[config.mk]
export PLATFORM = sky130hd
export DESIGN_NAME = hgvb_setup
export DESIGN_NICKNAME = d
export VERILOG_FILES = /design/src/rtl/hgvb_pkg.sv /design/src/rtl/hgvb_setup.sv
export SDC_FILE = /design/constraint.sdc
export NUM_CORES = 1
export LEC_CHECK = 0
export ABC_CLOCK_PERIOD_IN_PS = 5950
export BUFFER_PORTS_ARGS = -buffer_cell sky130_fd_sc_hd__buf_2
export CAP_MARGIN = 10
export CORE_MARGIN = 1.5
export CORE_UTILIZATION = 40
export CTS_CLUSTER_SIZE = 16
export DETAILED_ROUTE_END_ITERATION = 7
export HOLD_SLACK_MARGIN = 0.1
export SETUP_SLACK_MARGIN = 0.02
export SLEW_MARGIN = 20
export SYNTH_ARGS = -nofsm -noshare
export SYNTH_HDL_FRONTEND = slang
export SYNTH_SLANG_ARGS = --single-unit
export TNS_END_PERCENT = 1
[constraint.sdc]
create_clock -name clk -period 5.95 [get_ports clk]
set_clock_uncertainty 0.1 [all_clocks]
set_input_delay 0 -clock clk [delete_from_list [all_inputs] [get_ports clk]]
set_output_delay 0 -clock clk [all_outputs]
set_load 0.02 [all_outputs]
[src/rtl/hgvb_pkg.sv]
// Shared types, constants and register indexes of the heightmap grid vertex builder.
package hgvb_pkg;

  // Sizing of the grid and the texture map
  localparam int TEXTURE_SLOTS = 8;
  localparam int MAX_ROW       = 256;

  // Configuration port
  localparam int REG_INDEX_W = 3;
  localparam int CFG_DATA_W  = 64;

  localparam logic [REG_INDEX_W-1:0] REG_ROW_SIZE      = 3'd0;
  localparam logic [REG_INDEX_W-1:0] REG_PHYSICAL_SIZE = 3'd1;
  localparam logic [REG_INDEX_W-1:0] REG_BASIS_X_ROW   = 3'd2;
  localparam logic [REG_INDEX_W-1:0] REG_BASIS_Y_ROW   = 3'd3;
  localparam logic [REG_INDEX_W-1:0] REG_BASIS_Z_ROW   = 3'd4;
  localparam logic [REG_INDEX_W-1:0] REG_OFFSET_XY     = 3'd5;
  localparam logic [REG_INDEX_W-1:0] REG_OFFSET_Z      = 3'd6;
  localparam logic [REG_INDEX_W-1:0] REG_TEXTURE_MAP   = 3'd7;

  // Unmapped texture pool id
  localparam logic [7:0] POOL_UNMAPPED = 8'hFF;

  // Datapath pipeline depth (input register to output register)
  localparam int PIPE_STAGES = 9;

  // Setup divider: 33-bit dividend, one quotient bit per cycle
  localparam int DIV_STEPS = 33;

  // Half an LSB of Q16.16 at Q.34, placed under the shifted offset
  localparam logic [17:0] ROUND_HALF = 18'h20000;

  // Setup sequencer
  typedef enum logic [1:0] {
    SEQ_LOAD,
    SEQ_DIV,
    SEQ_DONE
  } seq_state_t;

  typedef enum logic [1:0] {
    JOB_STEP,
    JOB_RECIP_D,
    JOB_RECIP_N
  } job_t;

  // Grid constants derived from row size and physical size
  typedef struct packed {
    logic [8:0]  n;        // clamped row size
    logic [6:0]  half_d;   // (n - 1) / 2
    logic [31:0] step_q;   // physical_size / (n - 1)
    logic [7:0]  step_r;   // physical_size % (n - 1)
    logic [31:0] recip_d;  // ceil(2^32 / (n - 1)), mod 2^32
    logic [31:0] recip_n;  // ceil(2^32 / n)
    logic        busy;     // constants being recomputed
  } setup_t;

  typedef struct packed {
    logic [23:0] blend;
    logic [23:0] texture;
    logic        last;
  } side_t;

endpackage

[src/rtl/hgvb_setup.sv]
// Derives grid step and reciprocal constants with a shared bit-serial divider.
module hgvb_setup
  import hgvb_pkg::*;
(
  input  logic        clk,
  input  logic        rst,
  input  logic        restart,
  input  logic [8:0]  row_size,
  input  logic [31:0] physical_size,
  output setup_t      setup
);

  seq_state_t  state, state_next;
  job_t        job, job_next;
  logic [5:0]  cnt, cnt_next;
  logic [8:0]  rem, rem_next;
  logic [32:0] quo, quo_next;
  logic [8:0]  divisor, divisor_next;
  logic [31:0] step_q, step_q_next;
  logic [7:0]  step_r, step_r_next;
  logic [31:0] recip_d, recip_d_next;
  logic [31:0] recip_n, recip_n_next;

  logic [8:0]  n;
  logic [7:0]  d;
  logic [9:0]  shifted;
  logic [9:0]  diff;
  logic        take;

  // Clamp row size into 2..MAX_ROW
  always_comb begin
    if (row_size < 9'd2) begin
      n = 9'd2;
    end else if (row_size > 9'(MAX_ROW)) begin
      n = 9'(MAX_ROW);
    end else begin
      n = row_size;
    end
  end

  assign d = 8'(n - 9'd1);

  // Sequencer state
  always_ff @(posedge clk) begin
    if (rst) begin
      state <= SEQ_LOAD;
      job   <= JOB_STEP;
      cnt   <= '0;
    end else begin
      state <= state_next;
      job   <= job_next;
      cnt   <= cnt_next;
    end
  end

  // Divider datapath and results
  always_ff @(posedge clk) begin
    rem     <= rem_next;
    quo     <= quo_next;
    divisor <= divisor_next;
    step_q  <= step_q_next;
    step_r  <= step_r_next;
    recip_d <= recip_d_next;
    recip_n <= recip_n_next;
  end

  // Restoring division, one quotient bit a cycle
  always_comb begin
    state_next   = state;
    job_next     = job;
    cnt_next     = cnt;
    rem_next     = rem;
    quo_next     = quo;
    divisor_next = divisor;
    step_q_next  = step_q;
    step_r_next  = step_r;
    recip_d_next = recip_d;
    recip_n_next = recip_n;

    shifted = {rem, quo[32]};
    take    = shifted >= {1'b0, divisor};
    diff    = shifted - {1'b0, divisor};

    case (state)
      SEQ_LOAD: begin
        divisor_next = (job == JOB_RECIP_N) ? n : {1'b0, d};
        // ceil(2^32 / v) taken as floor((2^32 + v - 1) / v)
        if (job == JOB_STEP) begin
          quo_next = {1'b0, physical_size};
        end else begin
          quo_next = 33'h1_0000_0000 + 33'(divisor_next) - 33'd1;
        end
        rem_next   = '0;
        cnt_next   = 6'(DIV_STEPS - 1);
        state_next = SEQ_DIV;
      end
      SEQ_DIV: begin
        rem_next = take ? diff[8:0] : shifted[8:0];
        quo_next = {quo[31:0], take};
        cnt_next = cnt - 6'd1;
        if (cnt == '0) begin
          case (job)
            JOB_STEP: begin
              step_q_next = quo_next[31:0];
              step_r_next = rem_next[7:0];
              job_next    = JOB_RECIP_D;
              state_next  = SEQ_LOAD;
            end
            JOB_RECIP_D: begin
              recip_d_next = quo_next[31:0];
              job_next     = JOB_RECIP_N;
              state_next   = SEQ_LOAD;
            end
            JOB_RECIP_N: begin
              recip_n_next = quo_next[31:0];
              state_next   = SEQ_DONE;
            end
            default: begin
              job_next   = JOB_STEP;
              state_next = SEQ_LOAD;
            end
          endcase
        end
      end
      SEQ_DONE: begin
        state_next = SEQ_DONE;
      end
      default: begin
        state_next = SEQ_LOAD;
        job_next   = JOB_STEP;
      end
    endcase

    // new grid size: start over
    if (restart) begin
      state_next = SEQ_LOAD;
      job_next   = JOB_STEP;
    end
  end

  assign setup.n       = n;
  assign setup.half_d  = d[7:1];
  assign setup.step_q  = step_q;
  assign setup.step_r  = step_r;
  assign setup.recip_d = recip_d;
  assign setup.recip_n = recip_n;
  assign setup.busy    = (state != SEQ_DONE);

endmodule

==> summary.md, run 1 <==
| Metric | Value |
|---|---|
| Setup TNS | `0 ns` |
| Post-synth top area cell | `edfxtp_1` |
| RePlAce Congestion | `between 0.8 and 0.9` |
| Setup Crit Path Kind | `in2reg` |
| Top_reg_cell synth | `edfxtp_1` |
| Final wirelength | `~16,000 µm` |
| DR iter-0 viols | `420` |
| GR Overflow Total | `0` |
| Crit start category | `primary input` |
| Ys Warns | `0` |
| Final WS setup | `2.254 ns` |
| DRC | `0` |
| CTS tree | `yes` |
| Top cells by area, synth | `edfxtp_1, a221o_1, dfxtp_1, ha_1, xnor2_1` |
| # Max-Cap Violations | `0` |
| Final setup vio count | `0` |
| RSZ-0062 raised after global routing | `false` |
| Total CTS buffers | `17` |
| Mapped Cells | `about 470` |
| H-tree depth | `4` |
| Die X | `134.0 µm` |
| Synth cell types | `62` |
| Starting Density | `a little over 40%` |
| Synthesized area per cell | `between 10 and 15 µm²` |
| Antenna violations before repair | `0` |
| Total power | `2.673 mW` |
| First-pass iteration count of the detailed router | `5` |
| Synth top cells by count | `edfxtp_1, nor2_1, nand2_1, inv_1` |
| Largest net degree at the start of global routing | `45` |
| PwrDens | `just over 300 nW/µm²` |
| Post-route cell area | `slightly below 9000 µm²` |
| Leakage power | `around 3.5 nW` |
| Fin. max-slew vios | `0` |
| CP arrival | `3.88 ns` |
| Die area | `17,960 µm²` |
| Drt wl/cell | `17.58 µm` |
| Seq/Total Area, Yosys | `70.71%` |
| Status | `complete, no violations` |
| CTS sink cnt | `between 150 and 200` |
| I/O pin cnt | `roughly 170` |
| Post-CTS setup buffers | `0` |
| Synthesized flop and latch total | `about 170` |
| Req. time, crit path | `~6.1 ns` |
| Synth top area share | `67.80%` |
| Final Core Density | `a little over half` |
| Vias post-DR | `4,595` |
| Hpwl dp | `10,710 µm` |
| Clock transition at the registers of the reported paths | `around 0.06 ns` |
| Final ANT Viol Nets | `0` |
| Crit end category | `flop` |
| Clock Root Buffer | `clkbuf_16` |
| Max Fclk | `around 270 MHz` |
| NumNets Final | `730` |
| Global Route Usage Sum | `17.87%` |
| Fin. Hold Viols | `0` |
| FP Rows | `47` |
| Share of cells above drive strength 1 | `~33%` |
| Crit path max fanout | `12` |
| Port-buffer cells | `164` |
| Post-place setup slack | `~2.3 ns` |
| Worst vdd ir | `about 200 µV` |
| Clk buf depth | `2` |
| Ant diodes | `0` |
| Mapped Nets | `around 520` |
| Async SR Flop Fraction | `0%` |
| Vias in the first global route | `between 4,000 and 5,000` |
| Area Overhead vs Synth | `28.92%` |
| Final min period | `roughly 3.7 ns` |
| Core area | `16,700 µm²` |
| # fillers | `about 1,400` |
| Least-Margin Pin Slew | `around 1.0 ns` |
| Period utilization | `just over 60%` |
| Headroom to the max-slew limit | `a little under a third` |
| First-pass GRT wire length | `approximately 24,000 µm` |
| Hold Path Class | `in2reg` |
| Synthesized cell area | `between 6000 and 7000 µm²` |
| DP Area | `7866 µm²` |
| Vias per inst | `5.094` |
| Post-synth EDFFs | `around 160` |
| Worst-skew pair later-pin latency | `between 0.4 and 0.5 ns` |
| Die Y | `approximately 130 µm` |
| Count leader, synth | `edfxtp_1` |
## cell families (layout without fill, tap and decap cells)
group	after synthesis	after routing	synth area share, %
flops	165	165	70.71
simple gates	124	124	9.623
compound gates	92	92	10.06
buf+inv	44	261	3.353
xor+xnor	19	19	2.424
fa+ha+maj	15	15	2.843
mux	6	6	0.9841
## registers in the layout, indices dropped and copies added (netlist names)
name and flops:
quo 33, recip_d 32, recip_n 32, step_q 32
divisor 9, rem 9, step_r 8, cnt 6
job 2, state 2
## power by group
group	total (mW)	switching [mW]	internal [mW]
clock network	1.08	0.429	0.656
registers	1.37	0.0383	1.33
logic	0.218	0.123	0.0948
total	2.67	0.590	2.08
## worst max-delay path, stage by stage
cell,delay (ns)
dlygate4sd3_1,0.52
buf_2,0.17
or2_2,0.36
o41ai_2,0.44
ha_1,0.45
inv_1,0.16
o41a_1,0.44
a31oi_4,0.20
inv_2,0.05
or4b_4,0.58
nor2_4,0.33
a221o_1,0.18
## layer usage
metal | up-vias | GRT usage [%] | part of all wire [%]
li1 | 2173 | - | -
met1 | 2207 | 23.83 | 46
met2 | 198 | 28.29 | 46
met3 | 17 | 4.006 | 6.4
met4 | 0 | 7.646 | 2.0
met5 | - | 0 | 0
## cell usage in the layout (no fill, tap or decap), drive strengths merged, types with 3 or more instances in the layout
cell type    synthesis  final
nor3                 9      9
clkinv               0      5
bufinv               0      3
a22oi                3      3
mux2                 6      6
xor2                 3      3
buf                  5    167
nand2               31     31
nand2b               4      4
a21oi               17     17
nor4                 4      4
clkbuf              14     18
or3                  3      3
ha                  14     14
a221o               21     21
or2                  3      3
xnor2               16     16
o41ai                3      3
o21ai               23     23
edfxtp             155    155
a211oi               4      4
nor2b               12     12
dfxtp               10     10
nand3                6      6
nor2                35     35
inv                 24     26
dlygate4sd3          0     40
and2                 8      8
## worst paths after layout
| path | from | end | slack [ns] | depth (start not counted) |
|---|---|---|---|---|
| setup / recovery | row_size[3] | quo[23] | 2.25 | 12 |
| hold / removal | row_size[8] | divisor[8] | 0.14 | 3 |
| setup reg to reg | state[0] | job[0] | 2.74 | 7 |
| hold reg to reg | quo[10] | recip_d[11] | 0.41 | 0 |
## final cells by class
| cell class | instances | area [µm²] | area share (%) |
|---|---|---|---|
| Sequential cell | 165 | 4855 | 54.85 |
| Tap cell | 220 | 275.3 | 3.110 |
| Clock inverter | 12 | 155.1 | 1.753 |
| Timing Repair Buffer | 207 | 1244 | 14.05 |
| Multi-Input combinational cell | 256 | 1803 | 20.37 |
| Inverter | 24 | 90.09 | 1.018 |
| Clock buffer | 18 | 429.2 | 4.849 |
## timing repair
item / 4_1_cts / 5_1_grt
endpoints found under the hold margin: 45 / 0
hold buffers: 40 / 0
gates resized for setup: 0 / 0
## per-stage QoR
| stage | hold WS [ns] | cells |
|---|---|---|
| detailed placement | 0.1269 | 832 |
| global placement | 0.1176 | 832 |
| CTS | 0.1062 | 902 |
| finish | 0.1406 | 902 |
| floorplan | -0.02762 | 465 |
| global route | 0.1761 | 902 |
(Power assumes the default switching activity.)
==> run 2: changes to the inputs <==
--- a/config.mk
+++ b/config.mk
@@ -5,7 +5,8 @@
 export SDC_FILE = /design/constraint.sdc
 export NUM_CORES = 1
 export LEC_CHECK = 0
-export ABC_CLOCK_PERIOD_IN_PS = 5950
+export ABC_AREA = 1
+export ABC_CLOCK_PERIOD_IN_PS = 3300
 export BUFFER_PORTS_ARGS = -buffer_cell sky130_fd_sc_hd__buf_2
 export CAP_MARGIN = 10
 export CORE_MARGIN = 1.5
==> constraint.sdc (replaced) <==
create_clock -name clk -period 3.3 [get_ports clk]
set_clock_uncertainty 0.1 [all_clocks]
set_input_delay 0 -clock clk [delete_from_list [all_inputs] [get_ports clk]]
set_output_delay 0 -clock clk [all_outputs]
set_load 0.02 [all_outputs]
==> run 2 against run 1 <==
Against the previous run:
- synthesized area up 4.5%
- largest power group unchanged
- non-clock buffer count up 7
- total power up 82%
- die area up 4.4%
- register-to-register slack worse by 2.3 ns
- sequential share of layout area down 2.9 points
- combinational power up 110%
- highest routed layer unchanged
- global-route usage up 0.21 points
- critical path depth up 12
- first-iteration DRC count down 23%
==> summary.md, run 2 <==
| Metric | Value |
|---|---|
| Status | `complete, no violations` |
| I/O pin cnt | `roughly 170` |
| Post-synth top area cell | `edfxtp_1` |
| Least-Margin Pin Slew | `0.9582 ns` |
| Synth Area in Simple Gates | `between 10% and 20%` |
| Worst-skew pair later-pin latency | `about 0.42 ns` |
| CTS sink cnt | `165` |
| Top cells by area, synth | `edfxtp_1, nand2_1, inv_1, nor2_1, dfxtp_1` |
| Worst path slowest cell | `dlygate4sd3_1` |
| Die area | `18,750 µm²` |
| Metal-1 WL | `roughly 7600 µm` |
| First-pass GRT wire length | `25,350 µm` |
| Mapped Cells | `~580` |
| Ant diodes | `0` |
| Crit path cell chain | `dlygate4sd3_1, buf_2, nor2_1, nand2_2, inv_2, nand2_4, nand2_2, inv_1, ha_1, inv_1, nand2_1, nand2_1, inv_1, ha_1, inv_1, nor2_2, nand3_2, nor2_4, nand3_1, nor2_1, ha_1, nand2_1, o21ai_0, o21ai_1` |
| Area Overhead vs Synth | `30.16%` |
| Period utilization | `about nine tenths` |
| Synthesized cell area | `approximately 7200 µm²` |
| Crit path max fanout | `7` |
| Crit end category | `flop` |
| Synthesized flop and latch total | `~170` |
| Starting Density | `around two fifths` |
| Total CTS buffers | `17` |
| Fin. Hold Viols | `0` |
| Mux cell area share after synthesis | `0%` |
| Synth Area in Compound Gates | `9.419%` |
| Post-synth EDFFs | `between 150 and 200` |
| Most frequent cells in the layout | `buf_2, edfxtp_1, nand2_1` |
| Setup Crit Path Kind | `in2reg` |
| RePlAce Congestion | `0.8668` |
| Synth top cells by count | `edfxtp_1, nand2_1, inv_1, nor2_1, a21oi_1` |
| PwrDens | `around 520 nW/µm²` |
| # Max-Cap Violations | `0` |
| Async SR Flop Fraction | `0%` |
| First-pass iteration count of the detailed router | `4` |
| RSZ-0062 raised after global routing | `false` |
| Max Fclk | `approximately 340 MHz` |
| Final setup vio count | `0` |
| CP max stage delay | `roughly 0.54 ns` |
| Hpwl dp | `roughly 11,000 µm` |
| Setup TNS | `0 ns` |
| GR Overflow Total | `0` |
| Die X | `136.9 µm` |
| Synth Area in Adders | `under 10%` |
| Vias post-DR | `about 5,000` |
| Fin. max-slew vios | `0` |
| Clk buf depth | `2` |
| Crit start category | `primary input` |
| Highest routing layer actually used | `met4` |
| Synth top area share | `64.89%` |
| Drt wl/cell | `between 15 and 20 µm` |
| Core area | `about 17,000 µm²` |
| Met2 WL | `approximately 7700 µm` |
| Antenna violations before repair | `0` |
| Synth Area in XOR/XNOR | `less than 1%` |
| Global Route Usage Sum | `around 18%` |
| DRC | `0` |
| Seq/Total Area, Yosys | `between 60% and 70%` |
| Hold slack final | `around 0.15 ns` |
| CP arrival | `3.14 ns` |
| Final ANT Viol Nets | `0` |
| Post-place setup slack | `0.3398 ns` |
| Fin cells | `a little over 1,000` |
| Final wirelength | `roughly 16,000 µm` |
| Clock transition at the registers of the reported paths | `about 0.060 ns` |
| Die Y | `approximately 140 µm` |
| Synth cell types | `between 40 and 50` |
| Wire length on met3 | `roughly 920 µm` |
| Worst vdd ir | `~350 µV` |
| Vias per inst | `between 4 and 5` |
| FP Rows | `48` |
| Largest net degree at the start of global routing | `46` |
| Most common cell after layout, fill and taps aside | `buf_2` |
| Clock Root Buffer | `clkbuf_16` |
| Vias in the first global route | `a little under 5,000` |
| Top_reg_cell synth | `edfxtp_1` |
| Final WS setup | `0.3385 ns` |
| H-tree depth | `4` |
| Main combinational cell family by area after synthesis | `simple AND/OR/NAND/NOR gates` |
| Port-buffer cells | `about 160` |
| Max FFs per register | `33` |
| Largest Register | `quo` |
| Req. time, crit path | `3.48 ns` |
| Share of cells above drive strength 1 | `between 30% and 40%` |
| Count leader, synth | `edfxtp_1` |
| Worst R2R Setup Slack | `approximately 0.40 ns` |
| Dpl cells | `between 900 and 1,000` |
| Ys Warns | `0` |
| DR iter-0 viols | `324` |
| Critical Path Most Common Cell | `inv_1` |
| Hold Path Class | `in2reg` |
| Mapped Nets | `roughly 640` |
| Final min period | `just under 3 ns` |
| Synthesized area per cell | `about 12 µm²` |
| Leakage power | `between 3 and 4 nW` |
| NumNets Final | `approximately 860` |
| Total power | `a little under 5 mW` |
| CTS tree | `yes` |
| Headroom to the max-slew limit | `between 30% and 40%` |
## run 2: cell types whose count changed after synthesis, moves of 5 or more
cell / previous run / this run
a21oi_2: 0 / 9
and2_1: 8 / 1
nor2_1: 32 / 63
a21oi_4: 0 / 10
o21ai_2: 0 / 5
a221o_1: 21 / 0
nand3_1: 6 / 17
nor2b_1: 11 / 0
xnor2_1: 16 / 1
mux2_2: 6 / 0
nand2_1: 31 / 86
a21oi_1: 17 / 36
nand2_2: 0 / 13
inv_1: 23 / 63
## run 2: cell type report
cell class | instances | area (µm²)
clock buffer | 17 | 425.4
clock inverter | 15 | 168.9
fill | 1510 | 8080
inverter | 69 | 265.3
multi-input combinational | 332 | 2029
sequential | 165 | 4855
tap | 225 | 281.5
timing repair buffer | 214 | 1311
## run 2: worst paths after layout
check | start | end | cells past startpoint
min | row_size[0] | divisor[0] | 5
max | row_size[8] | quo[8] | 24
max reg2reg | job[1] | quo[8] | 17
min reg2reg | cnt[0] | cnt[0] | 2
## run 2: what timing repair did
item	CTS	global route
resized for setup	0	6
setup endpoints to repair	0	1
hold buffers	41	0
hold endpoints to repair	49	0
setup buffers	0	1
## run 2: logic make-up after synthesis
| logic type | count (synthesis) |
|---|---|
| buffers and inverters | 85 |
| adders and majority gates | 15 |
| xor gates and xnor gates | 6 |
| and+or+nand+nor | 214 |
| AOI/OAI and AO/OA | 97 |
| DFF | 165 |
## run 2: power breakdown
group | total [mW] | switching, mW | internal, mW
Combinational | 0.448 | 0.272 | 0.175
Sequential | 2.45 | 0.0597 | 2.39
Clock | 1.97 | 0.833 | 1.13
Total | 4.87 | 1.17 | 3.70
## run 2: metal layers
| layer | up-vias | track usage, % |
|---|---|---|
| met5 | - | 0 |
| met4 | 0 | 6.667 |
| met3 | 19 | 3.370 |
| met2 | 180 | 29.56 |
| met1 | 2395 | 24.09 |
| li1 | 2446 | - |
## run 2: critical path: cells and delay by family
kind / cells / cell delay (ns)
adder cells (fa/ha/maj): 3 / 0.67
AND/OR/NAND/NOR: 12 / 1.27
buffers and inverters: 7 / 0.99
AO/OA/AOI/OAI: 2 / 0.21
## run 2: metrics by stage
step	utilization (%)	instance area, µm²
2_1_floorplan	-	7184
3_3_place_gp	47.72	8310
3_5_place_dp	47.72	8310
4_1_cts	53.48	9315
5_1_grt	53.61	9336
6_report	53.61	9336
